$ cat src/hdl/tgc_pkg.sv
// ---------------------------------------------------------------------------
// tgc_pkg
// Types and constants shared by the touch gesture classifier files.
// ---------------------------------------------------------------------------
package tgc_pkg;

   // counter width default and threshold register width
   localparam int COUNT_WIDTH_DEFAULT = 16;
   localparam int CFG_WIDTH           = 16;
   localparam int CSR_INDEX_WIDTH     = 2;

   // register indexes
   localparam logic [CSR_INDEX_WIDTH-1:0] CSR_FADE_MS     = 2'd0;
   localparam logic [CSR_INDEX_WIDTH-1:0] CSR_LONG_MS     = 2'd1;
   localparam logic [CSR_INDEX_WIDTH-1:0] CSR_HOLD_MS     = 2'd2;
   localparam logic [CSR_INDEX_WIDTH-1:0] CSR_COOLDOWN_MS = 2'd3;

   // register reset values
   localparam logic [CFG_WIDTH-1:0] FADE_MS_RESET     = 16'd75;
   localparam logic [CFG_WIDTH-1:0] LONG_MS_RESET     = 16'd2000;
   localparam logic [CFG_WIDTH-1:0] HOLD_MS_RESET     = 16'd5000;
   localparam logic [CFG_WIDTH-1:0] COOLDOWN_MS_RESET = 16'd300;

   // request payload
   typedef struct packed {
      logic sensor_hit;
      logic rearm_defer;
   } req_data_type;

   // response payload
   typedef struct packed {
      logic press_start;
      logic long_press;
      logic hold_press;
      logic press_release;
      logic cooldown_done;
      logic touch_active;
   } rsp_data_type;

   // threshold registers
   typedef struct packed {
      logic [CFG_WIDTH-1:0] fade_ms;
      logic [CFG_WIDTH-1:0] long_ms;
      logic [CFG_WIDTH-1:0] hold_ms;
      logic [CFG_WIDTH-1:0] cooldown_ms;
   } tgc_cfg_type;

   // touch tracking flags
   typedef struct packed {
      logic active_flag;
      logic cooling_flag;
      logic down_reported;
      logic long_reported;
      logic hold_reported;
   } tgc_flags_type;

endpackage

$ cat src/hdl/tgc_step.sv
// ---------------------------------------------------------------------------
// tgc_step
// Next-state and event logic for one millisecond tick of the classifier.
// ---------------------------------------------------------------------------
module tgc_step
   import tgc_pkg::*;
#(
   parameter int COUNT_WIDTH = COUNT_WIDTH_DEFAULT
) (
   input  req_data_type            req,
   input  tgc_cfg_type             cfg,
   input  tgc_flags_type           flags,
   input  logic [COUNT_WIDTH-1:0]  duration_count,
   input  logic [COUNT_WIDTH-1:0]  quiet_count,
   input  logic [COUNT_WIDTH-1:0]  cooldown_count,
   output tgc_flags_type           flags_next,
   output logic [COUNT_WIDTH-1:0]  duration_next,
   output logic [COUNT_WIDTH-1:0]  quiet_next,
   output logic [COUNT_WIDTH-1:0]  cooldown_next,
   output rsp_data_type            rsp
);

   localparam logic [COUNT_WIDTH-1:0] CNT_MAX = {COUNT_WIDTH{1'b1}};
   localparam int CMP_WIDTH = (COUNT_WIDTH > CFG_WIDTH) ? COUNT_WIDTH : CFG_WIDTH;

   logic [COUNT_WIDTH-1:0] dur_inc;
   logic [COUNT_WIDTH-1:0] quiet_inc;
   logic [COUNT_WIDTH-1:0] cd_inc;
   logic                   cooling_arm;
   logic                   start;
   logic                   active_now;
   logic                   long_hit;
   logic                   hold_hit;
   logic                   fade_hit;
   logic                   cd_hit;

   // saturating counter advance
   assign quiet_inc = (quiet_count == CNT_MAX) ? quiet_count
                                               : quiet_count + COUNT_WIDTH'(1);
   assign dur_inc   = (!flags.active_flag || duration_count == CNT_MAX) ? duration_count
                                               : duration_count + COUNT_WIDTH'(1);
   assign cd_inc    = (!flags.cooling_flag || cooldown_count == CNT_MAX) ? cooldown_count
                                               : cooldown_count + COUNT_WIDTH'(1);

   // re-arm request and touch start
   assign cooling_arm = flags.cooling_flag | req.rearm_defer;
   assign start       = req.sensor_hit & ~flags.active_flag & ~cooling_arm;
   assign active_now  = flags.active_flag | start;

   // threshold compares on the updated counters
   always_comb begin
      logic [COUNT_WIDTH-1:0] dur_cur;
      logic [COUNT_WIDTH-1:0] quiet_cur;
      logic [COUNT_WIDTH-1:0] cd_cur;
      dur_cur   = start ? '0 : dur_inc;
      quiet_cur = req.sensor_hit ? '0 : quiet_inc;
      cd_cur    = req.rearm_defer ? '0 : cd_inc;
      long_hit  = CMP_WIDTH'(dur_cur) > CMP_WIDTH'(cfg.long_ms);
      hold_hit  = CMP_WIDTH'(dur_cur) > CMP_WIDTH'(cfg.hold_ms);
      fade_hit  = CMP_WIDTH'(quiet_cur) > CMP_WIDTH'(cfg.fade_ms);
      cd_hit    = CMP_WIDTH'(cd_cur) > CMP_WIDTH'(cfg.cooldown_ms);
      duration_next = dur_cur;
      quiet_next    = quiet_cur;
      // a release starts a fresh cooldown
      cooldown_next = (active_now && fade_hit) ? '0 : cd_cur;
   end

   // events and flag update
   always_comb begin
      rsp        = '0;
      flags_next = flags;
      flags_next.cooling_flag = cooling_arm;
      flags_next.active_flag  = active_now;
      if (active_now) begin
         rsp.press_start = ~flags.down_reported;
         rsp.long_press  = ~flags.long_reported & long_hit;
         rsp.hold_press  = ~flags.hold_reported & hold_hit;
         flags_next.down_reported = 1'b1;
         flags_next.long_reported = flags.long_reported | long_hit;
         flags_next.hold_reported = flags.hold_reported | hold_hit;
         if (fade_hit) begin
            rsp.press_release        = 1'b1;
            flags_next.active_flag   = 1'b0;
            flags_next.cooling_flag  = 1'b1;
            flags_next.down_reported = 1'b0;
            flags_next.long_reported = 1'b0;
            flags_next.hold_reported = 1'b0;
         end
      end else if (cooling_arm && cd_hit) begin
         rsp.cooldown_done       = 1'b1;
         flags_next.cooling_flag = 1'b0;
      end
      rsp.touch_active = flags_next.active_flag;
   end

endmodule

$ cat src/hdl/touch_gesture_classifier_unit.sv
// ---------------------------------------------------------------------------
// touch_gesture_classifier_unit
// Touch press, long press and hold detector driven by millisecond ticks.
// ---------------------------------------------------------------------------
// Usage:
//   Each request on req_* is one millisecond tick carrying sensor_hit and
//   rearm_defer. Every request gives exactly one response on rsp_* with the
//   press_start, long_press, hold_press, press_release and cooldown_done
//   pulses and the touch_active level after that tick.
//   Thresholds are written through csr_wr_en, csr_index and csr_wdata while
//   no request is in flight; index 0 fade, 1 long, 2 hold, 3 cooldown.
//   A request is captured in the input register, then the tick logic updates
//   the state and loads the response register.
//   Throughput is one request per cycle while rsp_ready stays high, set by the
//   state update loop through the counters and flags.
//   When the receiver stalls the response register holds its value; the
//   input register fills, then req_ready drops until rsp_ready returns.
//   Reset clears both stages, the state and loads default thresholds
//   (fade 75, long 2000, hold 5000, cooldown 300).
// ---------------------------------------------------------------------------
module touch_gesture_classifier_unit
   import tgc_pkg::*;
#(
   parameter int COUNT_WIDTH = COUNT_WIDTH_DEFAULT
) (
   input  logic                       clock,
   input  logic                       reset,
   input  logic                       req_valid,
   output logic                       req_ready,
   input  req_data_type               req_data,
   output logic                       rsp_valid,
   input  logic                       rsp_ready,
   output rsp_data_type               rsp_data,
   input  logic                       csr_wr_en,
   input  logic [CSR_INDEX_WIDTH-1:0] csr_index,
   input  logic [CFG_WIDTH-1:0]       csr_wdata
);

   tgc_cfg_type             cfg_ff;
   logic                    in_valid_ff;
   req_data_type            in_data_ff;
   logic                    out_valid_ff;
   rsp_data_type            out_data_ff;
   tgc_flags_type           flags_ff;
   tgc_flags_type           flags_in;
   logic [COUNT_WIDTH-1:0]  duration_ff;
   logic [COUNT_WIDTH-1:0]  duration_in;
   logic [COUNT_WIDTH-1:0]  quiet_ff;
   logic [COUNT_WIDTH-1:0]  quiet_in;
   logic [COUNT_WIDTH-1:0]  cooldown_ff;
   logic [COUNT_WIDTH-1:0]  cooldown_in;
   rsp_data_type            out_data_in;
   logic                    advance;

   // stage handshakes
   assign advance   = in_valid_ff & (~out_valid_ff | rsp_ready);
   assign req_ready = ~in_valid_ff | advance;
   assign rsp_valid = out_valid_ff;
   assign rsp_data  = out_data_ff;

   // threshold registers
   always_ff @(posedge clock) begin
      if (reset) begin
         cfg_ff.fade_ms     <= FADE_MS_RESET;
         cfg_ff.long_ms     <= LONG_MS_RESET;
         cfg_ff.hold_ms     <= HOLD_MS_RESET;
         cfg_ff.cooldown_ms <= COOLDOWN_MS_RESET;
      end else if (csr_wr_en) begin
         case (csr_index)
            CSR_FADE_MS:     cfg_ff.fade_ms     <= csr_wdata;
            CSR_LONG_MS:     cfg_ff.long_ms     <= csr_wdata;
            CSR_HOLD_MS:     cfg_ff.hold_ms     <= csr_wdata;
            CSR_COOLDOWN_MS: cfg_ff.cooldown_ms <= csr_wdata;
            default: ;
         endcase
      end
   end

   // input register
   always_ff @(posedge clock) begin
      if (reset) begin
         in_valid_ff <= 1'b0;
      end else if (req_ready) begin
         in_valid_ff <= req_valid;
      end
   end

   always_ff @(posedge clock) begin
      if (req_valid && req_ready) begin
         in_data_ff <= req_data;
      end
   end

   // tick logic
   tgc_step #(
      .COUNT_WIDTH (COUNT_WIDTH)
   ) u_tgc_step (
      .req            (in_data_ff),
      .cfg            (cfg_ff),
      .flags          (flags_ff),
      .duration_count (duration_ff),
      .quiet_count    (quiet_ff),
      .cooldown_count (cooldown_ff),
      .flags_next     (flags_in),
      .duration_next  (duration_in),
      .quiet_next     (quiet_in),
      .cooldown_next  (cooldown_in),
      .rsp            (out_data_in)
   );

   // touch state, updated once per request
   always_ff @(posedge clock) begin
      if (reset) begin
         flags_ff    <= '0;
         duration_ff <= '0;
         quiet_ff    <= '0;
         cooldown_ff <= '0;
      end else if (advance) begin
         flags_ff    <= flags_in;
         duration_ff <= duration_in;
         quiet_ff    <= quiet_in;
         cooldown_ff <= cooldown_in;
      end
   end

   // response register
   always_ff @(posedge clock) begin
      if (reset) begin
         out_valid_ff <= 1'b0;
      end else if (advance) begin
         out_valid_ff <= 1'b1;
      end else if (rsp_ready) begin
         out_valid_ff <= 1'b0;
      end
   end

   always_ff @(posedge clock) begin
      if (advance) begin
         out_data_ff <= out_data_in;
      end
   end

endmodule

$ cat config.mk
export PLATFORM = sky130hd
export DESIGN_NAME = touch_gesture_classifier_unit
export DESIGN_NICKNAME = d
export VERILOG_FILES = /design/src/hdl/tgc_pkg.sv /design/src/hdl/tgc_step.sv /design/src/hdl/touch_gesture_classifier_unit.sv
export SDC_FILE = /design/constraint.sdc
export NUM_CORES = 1
export LEC_CHECK = 0
export BUFFER_PORTS_ARGS = -buffer_cell sky130_fd_sc_hd__buf_2
export CELL_PAD_IN_SITES_DETAIL_PLACEMENT = 1
export CELL_PAD_IN_SITES_GLOBAL_PLACEMENT = 2
export CORE_UTILIZATION = 38
export CTS_BUF_LIST = sky130_fd_sc_hd__clkbuf_4 sky130_fd_sc_hd__clkbuf_8
export CTS_CLUSTER_DIAMETER = 150
export DETAILED_ROUTE_END_ITERATION = 10
export PLACE_DENSITY = 0.82
export SYNTH_ARGS = -nofsm -noshare
export SYNTH_HDL_FRONTEND = slang
export SYNTH_SLANG_ARGS = --single-unit
$ cat constraint.sdc
create_clock -name clock -period 5 [get_ports clock]
set_input_delay 1 -clock clock [delete_from_list [all_inputs] [get_ports clock]]
set_output_delay 1 -clock clock [all_outputs]
set_load 0.02 [all_outputs]
# ---- Word-level counts from Yosys, hierarchy flattened
# Index checks and enable logic that the tools add are counted.
dict set report totals {
  wordCells 82
  output_inout_bits 8
  register_bits 127
  input_bits 25
}
dict set report op_classes {
  n_eq_ne 6
  n_bitwise 18
  mux 15
  reduce_logical 14
  magnitude_cmp 4
  add_sub_neg 3
}
# operator count
set ops {}
lappend ops {{$mux 16} 7}
lappend ops {{$gt 16x16->1} 4}
lappend ops {{$add 16x1->16 const B} 3}
lappend ops {{$eq 16x16->1 const B} 3}
lappend ops {{$reduce_and 2->1} 5}
lappend ops {{$mux 1} 7}
lappend ops {{$not 1->1} 7}
lappend ops {{$or 1x1->1} 6}
lappend ops {{$and 1x1->1} 5}
lappend ops {{$mux 5} 1}
lappend ops {{$eq 2x2->1 const B} 2}
lappend ops {{$logic_and 1x1->1} 3}
lappend ops {{$eq 2x1->1 const B} 1}
lappend ops {{$logic_not 1->1} 2}
lappend ops {{$logic_not 2->1} 1}
lappend ops {{$logic_or 1x1->1} 2}
lappend ops {{$reduce_bool 2->1} 1}

# ---- Depth between registers and ports, before layout
# Gate-level depths: netlist of run 1.
dict set report logic_depth {
  depth_word 8
  mapped_depth 19
  mapped_depth_nobuf 15
}

# ---- By module
# A second synthesis of run 1 with hierarchy kept.
dict set report hier_totals {
  hier_cells 998
  hier_area_um2 7975.1
}
# mod area_each_um2 instances seq_area_each_um2 cells_per_inst
set by_module_without_submodules {}
lappend by_module_without_submodules {touch_gesture_classifier_unit 4937.2 1 2622.5 525}
lappend by_module_without_submodules {tgc_step 3037.9 1 0.0 473}

# ---- Least setup slack after synthesis of run 1
# OpenSTA, ideal clock, no wires.
dict set report synth_path {
  kind {reg-to-reg}
  start {register quiet_ff[0]}
  end {register cooldown_ff[13]}
  period_less_slack_ns 3.486
  path_slack_ns 1.514
  path_stages_with_launch 19
  setup_ns 0.074
  required_time_ns 4.926
  path_buffers 3
  arrival_ns 3.412
  path_cell_list {dfxtp_1 ha_1 and3_1 and4_4 buf_6 a21oi_4 and3_1 xnor2_1 nor2_1 ha_1 a21o_1 nand3_1 a21oi_1 a2111o_1 a211oi_2 buf_4 buf_8 nand2_1 a31oi_1}
}
dict set report synth_between {
  elab_chain_cells 6
  elab_cells_between_ends 7
  cone_classes {add/sub: 1; order compare: 1; eq/ne: 1; mux: 3; reduce/logical: 1}
}
# element line_no
set synth_rtl {}
lappend synth_rtl {{start, declared} touch_gesture_classifier_unit.sv:48} ;# logic [COUNT_WIDTH-1:0] quiet_ff;
lappend synth_rtl {{start signal, assigned} touch_gesture_classifier_unit.sv:121} ;# quiet_ff <= quiet_in;
lappend synth_rtl {{$add 16x1->16 / $eq 16x16->1 (equally long branches)} {tgc_step.sv:39, tgc_step.sv:38}}
lappend synth_rtl {{$mux 16 (*)} tgc_step.sv:38} ;# assign quiet_inc = (quiet_count == CNT_MAX) ? quiet_count
lappend synth_rtl {{$mux 16 (*)} tgc_step.sv:56} ;# quiet_cur = req.sensor_hit ? '0 : quiet_inc;
lappend synth_rtl {{net quiet_in[9]} touch_gesture_classifier_unit.sv:49} ;# logic [COUNT_WIDTH-1:0] quiet_in;
lappend synth_rtl {{$gt 16x16->1 (*)} tgc_step.sv:60} ;# fade_hit = CMP_WIDTH'(quiet_cur) > CMP_WIDTH'(cfg.fade_ms);
lappend synth_rtl {{$logic_and 1x1->1 (*)} tgc_step.sv:65} ;# cooldown_next = (active_now && fade_hit) ? '0 : cd_cur;
lappend synth_rtl {{$mux 16 (*)} tgc_step.sv:65}
lappend synth_rtl {{end signal, assigned} touch_gesture_classifier_unit.sv:122} ;# cooldown_ff <= cooldown_in;
lappend synth_rtl {{end, declared} touch_gesture_classifier_unit.sv:50} ;# logic [COUNT_WIDTH-1:0] cooldown_ff;
# The timed path passes the listed nets; every way through them passes the cells marked *.
# A chain may end at the register's enable or synchronous reset.

# ---- Final worst setup path of run 1
dict set report layout_path {
  start {register quiet_ff[3]}
  end {register flags_ff[3] (netlist name)}
}
dict set report layout_between {
  elab_chain_cells 6
  elab_cells_between_ends 7
  cone_classes {add/sub: 1; order compare: 1; eq/ne: 1; mux: 4}
}
# element line_no
set layout_rtl {}
lappend layout_rtl {{$add 16x1->16 / $eq 16x16->1 (equally long branches)} {tgc_step.sv:39, tgc_step.sv:38}}
lappend layout_rtl {{$mux 16 (*)} tgc_step.sv:38}
lappend layout_rtl {{$mux 16 (*)} tgc_step.sv:56}
lappend layout_rtl {{net quiet_in[15]} touch_gesture_classifier_unit.sv:49}
lappend layout_rtl {{$gt 16x16->1 (*)} tgc_step.sv:60}
lappend layout_rtl {{$mux 5 (*)} tgc_step.sv:81} ;# if (fade_hit) begin
lappend layout_rtl {{$mux 1 (*)} tgc_step.sv:74} ;# if (active_now) begin
lappend layout_rtl {{end signal, assigned} touch_gesture_classifier_unit.sv:119} ;# flags_ff <= flags_in;
lappend layout_rtl {{end, declared} touch_gesture_classifier_unit.sv:44} ;# tgc_flags_type flags_ff;
# Marks and branches as above.

==> metrics.txt, run 1 <==
Worst Reg-to-Reg Cells=13; Final Skew=about 0.014 ns; GR Util met3=4.33%; area leader, netlist=dfxtp_1; VDD IR max=0.147 mV; top-area cell type share of the netlist area=31.2%; setup TNS=0 ns; Synth area leaders=dfxtp_1 31%, ha_1 11%, a21oi_1 7.5%, nand2_1 7.4%, nor2_1 5.7%; CP most frequent cell=nand4_1; routability cong.=a little over 0.8; Syn Std Cell Area=0.00763 mm^2; register area share after synthesis=roughly 34%; Power Dens Cells=259 mW/mm^2; outcome=finished clean; Unique masters post-synth=61; commonest non-fill, non-tap cells in the layout=150 x nand2_1, 119 x dfxtp_1, 115 x nor2_1, 114 x a21oi_1, 71 x inv_1; initial core utilization=39.0%; DP HPWL=15,800 um; io pins=33; largest net degree at the start of global routing=80; vias in the first global route=6,810; hold path cells=2; crit path cell chain=and4_1, nand4_1, or3_1, nor2_1, a31oi_1, o21a_1, ha_1, nand4_1, a2111oi_0, a2111o_1, a21boi_1, a221oi_1, a311oi_1; Synthesized Nets=1,080; #FFs+latches synth=between 100 and 150; Period Utilization, post-route=79.2%; CTS Buffer Depth=2; first-pass GRT wire length=36,100 um; GRT Overall Usage=23.1%; CTS root buffer=clkbuf_8; Tightest Pin Transition=1.05 ns; Post-CTS Hold Fix Bufs=0; drt first pass iters=4; CTS tree=yes; Clk pin slew, worst setup/hold paths=roughly 0.09 ns; Slew Viols, Final=0; Final Critical Period=a little under 4 ns; CP arrival=4.33 ns; Layout Area Growth over Synthesis=9.67%; syn_area_per_cell=7.72 um^2; GR Util met1=28.9%; CTS resizes=0; EDFF count, synth=8; postcts setup bufs=0; Vias=6,737; WP data required=5.37 ns; P_leak=around 3.3 nW; CTS sink cnt=between 100 and 150; vias per inst=5.26; routed len/inst=17.0 um; layout cells sized above 1=9.06%; Final nets=1,094; final wirelength=21,700 um; CP Max Fanout=9; Yosys warnings=0; initial antenna violation count=0; FP Rows=51; cells after synthesis=around 1,000; residual DRC count=0; Min-Delay Path Class=reg2reg; met2 Resource Use GR=about two fifths; core area=0.0196 mm^2; Final ANT Viol Nets=0; Hold Fails Final Rpt=0; Rel. slew slack=30.3%; Inserted Diodes=0; Initial DRC Count=242; fraction of registers with async set/reset=0%; ys flop type=dfxtp_1; most frequent standard cell in the layout excluding fill and tap cells=nand2_1; die width=144 um; DIE AREA=between 0.02 and 0.025 mm^2; nature of the critical path endpoint=flip-flop; I/O Buffers=32; die height=144 um; Max Clk Rate=roughly 250 MHz; Slowest-stage cell, CP=dfxtp_1; TritonCTS buffer count=17; htree depth=4; Max-Cap Viols=0; RSZ-0062 raised after global routing=no; CP peak stage delay=between 0.4 and 0.5 ns; Total Power=2.17 mW; worst-skew pair later-pin latency=0.46 ns; GRT overflow=0; final count of negative-setup-slack endpoints=0; Crit Path Category=reg2reg; CP Launch Type=flip-flop; most used routing layer=met2
==> critical path: cells and delay by family, from the launching register on <==
kind,cells,cell delay (ns)
adders and majority gates,1,0.31
AOI/OAI and AO/OA,7,1.75
DFF,1,0.49
and+or+nand+nor,5,1.34
==> registers in the layout, indices dropped and copies added (netlist names) <==
name,flops
cfg_ff,64
duration_ff,16
rsp_data,6
rsp_valid,1
cooldown_ff,16
flags_ff,5
quiet_ff,16
in_data_ff,2
in_valid_ff,1
==> cells by family (layout without fill, tap and decap cells) <==
kind of cell	after synthesis	count (layout)	synth area share [%]
simple gates	409	409	25.1
buf+inv	116	143	6.28
flops	127	127	34.4
fa+ha+maj	67	67	11.0
xor+xnor	38	38	4.36
mux	6	6	0.787
compound gates	225	225	18.1
==> per-layer routing <==
metal | vias up | wire length, um
met4 | 0 | 251
met3 | 19 | 405
met1 | 3227 | 10200
met5 | - | 0
met2 | 54 | 10800
li1 | 3437 | -
==> report_power, final <==
part	switching [mW]	total [mW]	internal [mW]
sequential	0.0182	1.07	1.05
combinational	0.136	0.199	0.0628
clock	0.453	0.907	0.454
==> cells in the mapped netlist, types with 4 or more instances <==
cell type    n
mux2i_1      6
xor2_1      17
ha_1        67
o21a_1       5
inv_1       71
nor3b_1      4
nor2b_1      9
nand3_1     21
and3_1      15
clkbuf_1    35
a21o_1      13
a22oi_1      7
a31oi_1     19
nand2_1    150
a21oi_1    114
a2111oi_0    4
nand4_1     27
or3_1        7
xnor2_1     21
o21ai_0     25
and2_1       7
a211o_1     13
edfxtp_1     8
nand3b_1     8
dfxtp_1    119
nor2_1     115
nor3_1      19
nand2b_1     9
==> worst paths after layout <==
kind               start           to  slack, ns
max          quiet_ff[3]  flags_ff[3]       1.04
min           cfg_ff[53]   cfg_ff[53]       0.45
max reg2reg  quiet_ff[3]  flags_ff[3]       1.04
min reg2reg   cfg_ff[53]   cfg_ff[53]       0.45
==> through the flow <==
step	util, %	instance area [um^2]	hold slack [ns]	instances	setup slack [ns]
after floorplan	-	7630	0.436	988	1.51
after detailed placement	40.7	7980	0.448	1248	1.01
final	42.7	8370	0.455	1280	1.04
after global placement	40.7	7980	0.443	1248	1.18
after CTS	42.7	8370	0.459	1280	0.987
after global routing	42.7	8370	0.474	1280	0.554
==> area by class of cell <==
cell class	instances	area, um^2
fillers	2483	11200
multi-input cells	745	4530
flip-flops and latches	127	2620
well taps	265	332
inverters	71	267
clock buffers	19	249
repair buffers	40	223
clock inverters	13	143
(Power assumes the default switching activity.)
==> inputs of run 2 (changes only) <==
Settings changed: ABC_AREA from default to 1, CORE_UTILIZATION 38 to 37, PLACE_DENSITY 0.82 to 0.83.
Clock period 5 ns to 4.1 ns, I/O delays scaled along.
==> run 2 against run 1 <==
  * Wire length grew 2.6%
  * Synthesized cell count grew 11%
  * Sequential power up 26%
  * Clock power rose by 28%
  * Die area grew 3.3%
  * Largest power group unchanged
==> metrics.txt, run 2 <==
CP arrival=3.93 ns; Hold Fails Final Rpt=0; Crit Path Category=reg2reg; Post-Place Cell Area=0.00807 mm^2; syn_area_per_cell=6.98 um^2; CP most frequent cell=nand2_1; routed len/inst=about 16 um; Biggest register=cfg_ff; Layout Area Growth over Synthesis=10.3%; Yosys warnings=0; Design Area, Final=between 0.008 and 0.009 mm^2; die height=146 um; ys flop type=dfxtp_1; TritonCTS buffer count=17; first-pass GRT wire length=37,100 um; residual DRC count=0; Slowest-stage cell, CP=dfxtp_1; Min Hold Slack=0.463 ns; initial antenna violation count=0; area leader, netlist=dfxtp_1; Total Power=2.92 mW; Vias=approximately 7,000; Final nets=1,210; #FFs+latches synth=127; Clk pin slew, worst setup/hold paths=0.09 ns; WP data required=about 4.4 ns; CTS sink cnt=127; io pins=33; crit path cell chain=ha_1, inv_1, nor2_1, and2_2, nand3_1, nand2_2, inv_2, nand2_1, nand2_1, nand2_1, inv_1, ha_1, nand4_1, nor3_1, nand3b_1, nand3_1, nand2_1, nor3_1; drt first pass iters=4; Final ANT Viol Nets=0; Period Utilization, post-route=between 80 and 90%; GRT overflow=0; Max Clk Rate=275 MHz; Inserted Diodes=0; nature of the critical path endpoint=flip-flop; Max-Cap Viols=0; FP Rows=52; P_leak=roughly 3.8 nW; CTS resizes=0; VDD IR max=around 0.19 mV; CP Launch Type=flip-flop; die width=146 um; post-place setup slack=0.395 ns; I/O Buffers=32; outcome=finished clean; CTS Buffer Depth=2; core area=0.0203 mm^2; Synthesized Nets=about 1,200; CP Max Fanout=19; DIE AREA=0.0213 mm^2; RSZ-0062 raised after global routing=no; Tightest Pin Transition=between 0.7 and 0.8 ns; filler cell count in the final layout=approximately 2,700; synth cell count leaders=206 x nand2_1, 164 x inv_1, 140 x a21oi_1; CTS root buffer=clkbuf_8; EDFF count, synth=8; count leader, synth=nand2_1; worst setup slack after layout=0.458 ns; most frequent standard cell in the layout excluding fill and tap cells=nand2_1; Rel. slew slack=approximately 49%; worst path bufs/invs=3; Unique masters post-synth=34; GRT Overall Usage=22.3%; Final Skew=0.0201 ns; Final Critical Period=3.64 ns; htree depth=4; largest net degree at the start of global routing=52; Synth area leaders=dfxtp_1 31%, ha_1 11%, nand2_1 10%, a21oi_1 9.1%, inv_1 8.0%; vias per inst=5.05; cells after synthesis=between 1,000 and 1,500; postcts setup bufs=0; worst-skew pair later-pin latency=0.47 ns; Top delay family on crit path=simple AND/OR/NAND/NOR gates; Initial DRC Count=234; final count of negative-setup-slack endpoints=0; setup TNS=0 ns; commonest non-fill, non-tap cells in the layout=206 x nand2_1, 162 x inv_1, 140 x a21oi_1, 119 x dfxtp_1, 111 x o21ai_0; final wirelength=22,300 um; DP HPWL=16,500 um; Syn Std Cell Area=0.00768 mm^2; Power Dens Cells=345 mW/mm^2; Post-CTS Hold Fix Bufs=0; register area share after synthesis=around 34%; routability cong.=0.797; Min-Delay Path Class=reg2reg; Slew Viols, Final=0; vias in the first global route=around 7,000; CTS tree=yes; initial core utilization=37.8%; fraction of registers with async set/reset=0%; CP peak stage delay=0.45 ns; layout cells sized above 1=9.20%; Largest register FFs=64; top-area cell type share of the netlist area=31.0%
run 2: changes by cell type in the layout (fill, tap and decap cells not counted), moves of 13 or more:
cell	change
inv_1	+91
a31oi_1	-19
o211ai_1	+13
nand3_1	+42
a21oi_1	+26
a211o_1	-13
nor2_1	-54
o21ai_0	+86
and3_1	-15
nand2_1	+56
xnor2_1	-17
run 2: worst reg2reg max path, delay by kind of cell, from the launching register on:
kind,cells,cell delay (ns)
flip-flops,1,0.45
AND/OR/NAND/NOR,13,2.08
buffers and inverters,3,0.39
adder cells (fa/ha/maj),2,0.54
run 2: area by class of cell:
| type | count | area, um^2 | area share (%) |
|---|---|---|---|
| well taps | 270 | 338 | 3.99 |
| clock inverters | 12 | 135 | 1.59 |
| inverters | 166 | 624 | 7.37 |
| flip-flops and latches | 127 | 2620 | 30.9 |
| repair buffers | 40 | 233 | 2.75 |
| multi-input cells | 766 | 4250 | 50.2 |
| clock buffers | 20 | 269 | 3.17 |
run 2: path summary, 6_finish.rpt:
path | startpoint | to | slack [ns] | depth (start not counted)
hold / removal | cfg_ff[11] | cfg_ff[11] | 0.46 | 2
hold reg to reg | cfg_ff[11] | cfg_ff[11] | 0.46 | 2
setup / recovery | duration_ff[0] | rsp_data[4] | 0.46 | 18
setup reg to reg | duration_ff[0] | rsp_data[4] | 0.46 | 18
run 2: power by group:
part / switching, mW / internal (mW) / leakage, nW / total, mW
clock network: 0.573 / 0.583 / 0.196 / 1.16
logic: 0.280 / 0.136 / 2.52 / 0.416
registers: 0.0422 / 1.31 / 1.05 / 1.35
run 2: logic make-up (layout without fill, tap and decap cells):
| logic type | count (synthesis) | after routing | share of synthesized area (%) |
|---|---|---|---|
| DFF | 127 | 127 | 34.1 |
| xor gates and xnor gates | 16 | 16 | 1.82 |
| adders and majority gates | 67 | 67 | 10.9 |
| buffers and inverters | 208 | 238 | 10.5 |
| AOI/OAI and AO/OA | 290 | 290 | 20.3 |
| and+or+nand+nor | 393 | 393 | 22.3 |
run 2: routing by layer:
metal	wire length [um]	track usage [%]	vias to the layer above	part of all wire (%)
met4	278	6.15	0	1.2
met5	0	0	-	0
met1	11100	29.5	3313	50
met2	10500	37.5	58	47
met3	427	3.41	19	1.9
li1	-	-	3686	-
run 2: per-stage QoR:
stage	instances	utilization, %
detailed placement	1369	39.8
finish	1401	41.7
CTS	1401	41.7
global route	1401	41.7
floorplan	1101	-
global placement	1369	39.8
==> inputs of run 3 (changes only) <==
Settings changed: CORE_UTILIZATION 37 to 35, PLACE_DENSITY 0.83 to 0.82, SYNTH_HIERARCHICAL from default to 1.
==> run 3 against run 2 <==
  * Cell area rose by 15%
  * Combinational power grew 48%
  * Register-to-register slack better by 0.17 ns
  * Critical path type unchanged
  * Critical endpoint is now flags_ff[0]
  * Largest power group unchanged
==> metrics.txt, run 3 <==
Final Skew=0.0288 ns; Min-Delay Path Class=reg2reg; CTS Buffer Depth=2; FP Rows=58; Period Utilization, post-route=84.7%; worst-skew pair later-pin latency=0.46 ns; multi-input logic area=0.00508 mm^2; htree depth=4; commonest non-fill, non-tap cells in the layout=387 x nand2_1, 249 x inv_1, 218 x nor2_1, 121 x nand3_1, 118 x dfxtp_1; Reg power frac=41.9%; internal power=2.28 mW; Final nets=roughly 1,500; layout cells sized above 1=7.43%; setup TNS=0 ns; die width=162 um; routed len/inst=between 15 and 20 um; register area share after synthesis=29.2%; ys flop type=dfxtp_1; nature of the critical path endpoint=flip-flop; Clock Power Share=between 30% and 40%; post-place setup slack=0.611 ns; vias in the first global route=8,476; synth cell count leaders=387 x nand2_1, 249 x inv_1, 218 x nor2_1; register area=0.00263 mm^2; final wirelength=27,200 um; Unique masters post-synth=39; initial core utilization=35.6%; cells after synthesis=around 1,500; #FFs+latches synth=127; Comb pwr share=18.3%; Power Dens Cells=344 mW/mm^2; EDFF count, synth=8; Clk pin slew, worst setup/hold paths=0.09 ns; DP HPWL=20,000 um; CTS tree=yes; Initial DRC Count=348; initial antenna violation count=0; Vias=8,582; DIE AREA=0.0263 mm^2; vias per inst=roughly 4.8; area leader, netlist=dfxtp_1; CP Max Fanout=16; P_leak=4.93 nW; Max Clk Rate=288 MHz; syn_area_per_cell=6.18 um^2; outcome=finished clean; GRT Overall Usage=a little over a fifth; postcts setup bufs=0; Sw Share=between 30% and 40%; final std cells w/o fill=1,797; io pins=33; RSZ-0062 raised after global routing=no; Post-CTS Hold Fix Bufs=0; Synthesized Nets=~1,500; routability cong.=0.840; VDD IR max=roughly 0.25 mV; GRT overflow=0; Largest register FFs=between 60 and 70; CP Launch Type=flip-flop; CTS resizes=0; top-area cell type share of the netlist area=26.5%; die height=between 150 and 200 um; Psw=between 1 and 1.5 mW; Synth area leaders=dfxtp_1 27%, nand2_1 16%, inv_1 10%, ha_1 9.3%, nor2_1 9.1%; Layout Area Growth over Synthesis=8.84%; placed cell count=1,765; CP arrival=~3.8 ns; WP data required=4.45 ns; Tightest Pin Transition=0.994 ns; first-pass GRT wire length=44,600 um; Biggest register=cfg_ff; CTS root buffer=clkbuf_8; worst setup slack after layout=0.626 ns; Yosys warnings=6; final count of negative-setup-slack endpoints=0; most frequent standard cell in the layout excluding fill and tap cells=nand2_1; filler cell count in the final layout=between 3,000 and 4,000; TritonCTS buffer count=17; residual DRC count=0; drt first pass iters=4; CTS sink cnt=127; fraction of registers with async set/reset=0%; Inserted Diodes=0; Max-Cap Viols=0; Hold Fails Final Rpt=0; Final ANT Viol Nets=0; I/O Buffers=32; count leader, synth=nand2_1; Final Critical Period=3.47 ns; Syn Std Cell Area=0.00897 mm^2; Rel. slew slack=33.7%; Slew Viols, Final=0; core area=about 0.025 mm^2; Crit Path Category=reg2reg; largest net degree at the start of global routing=90
==> run 3: cell types whose count changed after synthesis, sizes merged, moves of 8 or more <==
cell	before	now
inv	166	254
nand3	64	125
clkbuf	31	16
o211ai	15	0
nor3	24	16
buf	11	42
nand4	22	14
a21oi	151	117
nand2	210	393
nor2	65	225
o21ai	117	22
==> run 3: power groups by stage <==
| stage | logic [mW] | clock network [mW] | registers, mW |
|---|---|---|---|
| 2_1_floorplan | 0.469 | 0 | 1.41 |
| 6_report | 0.615 | 1.34 | 1.41 |
| 3_3_place_gp | 0.600 | 0 | 1.44 |
| 5_1_grt | 0.717 | 1.43 | 1.42 |
| 4_1_cts | 0.623 | 1.38 | 1.41 |
| 3_5_place_dp | 0.617 | 0 | 1.44 |
==> run 3: final cells by class <==
| cell class | instances | share of cell area (%) |
|---|---|---|
| Tap cell | 330 | 4.23 |
| Inverter | 254 | 9.80 |
| Clock inverter | 14 | 2.32 |
| Clock buffer | 18 | 2.47 |
| Multi-Input combinational cell | 1013 | 52.0 |
| Sequential cell | 127 | 26.9 |
| Timing Repair Buffer | 41 | 2.33 |
==> run 3: cells by family after synthesis <==
| kind of cell | count (synthesis) | share of synthesized area, % |
|---|---|---|
| DFF | 127 | 29.2 |
| and+or+nand+nor | 777 | 36.3 |
| xor gates and xnor gates | 21 | 2.05 |
| buffers and inverters | 312 | 14.3 |
| adders and majority gates | 67 | 9.34 |
| AOI/OAI and AO/OA | 148 | 8.82 |
==> run 3: layer usage <==
| metal | global-route usage, % | vias up | wire [um] |
|---|---|---|---|
| met5 | 0 | - | 0 |
| met4 | 4.67 | 0 | 303 |
| met3 | 3.19 | 16 | 615 |
| met2 | 34.8 | 77 | 12000 |
| met1 | 30.5 | 4003 | 14300 |
| li1 | - | 4486 | - |
==> run 3: critical path, stage by stage, from the launching register on <==
cell	delay, ns
dfxtp_1	0.45
ha_1	0.23
nand3_1	0.16
nor3_2	0.20
nand3_2	0.13
nand2_2	0.26
inv_2	0.18
nand3_1	0.11
nand2_1	0.05
nor2_1	0.26
ha_1	0.32
a21oi_1	0.15
nand2_1	0.07
a21oi_1	0.20
nand3_1	0.11
nand2_1	0.10
nand2_1	0.05
nand2_1	0.05
inv_1	0.04
inv_1	0.04
nand3_1	0.06
nand2_1	0.10
nor2_1	0.04
==> run 3: per-stage QoR <==
step                      hold WS, ns  area (um^2)  util, %  total power [mW]
final                           0.470         9770     38.8              3.36
after global routing            0.498         9770     38.8              3.57
after CTS                       0.470         9770     38.8              3.42
after detailed placement        0.448         9300     36.9              2.05
after global placement          0.444         9300     36.9              2.03
after floorplan                 0.429         8970        -              1.87
==> run 3: path summary, 6_finish.rpt <==
check,depth (start not counted),from,endpoint,slack [ns]
worst max-delay path,22,duration_ff[0],flags_ff[0],0.63
worst min-delay path,2,cfg_ff[49],cfg_ff[49],0.47
worst max register to register,22,duration_ff[0],flags_ff[0],0.63
worst min register to register,2,cfg_ff[49],cfg_ff[49],0.47
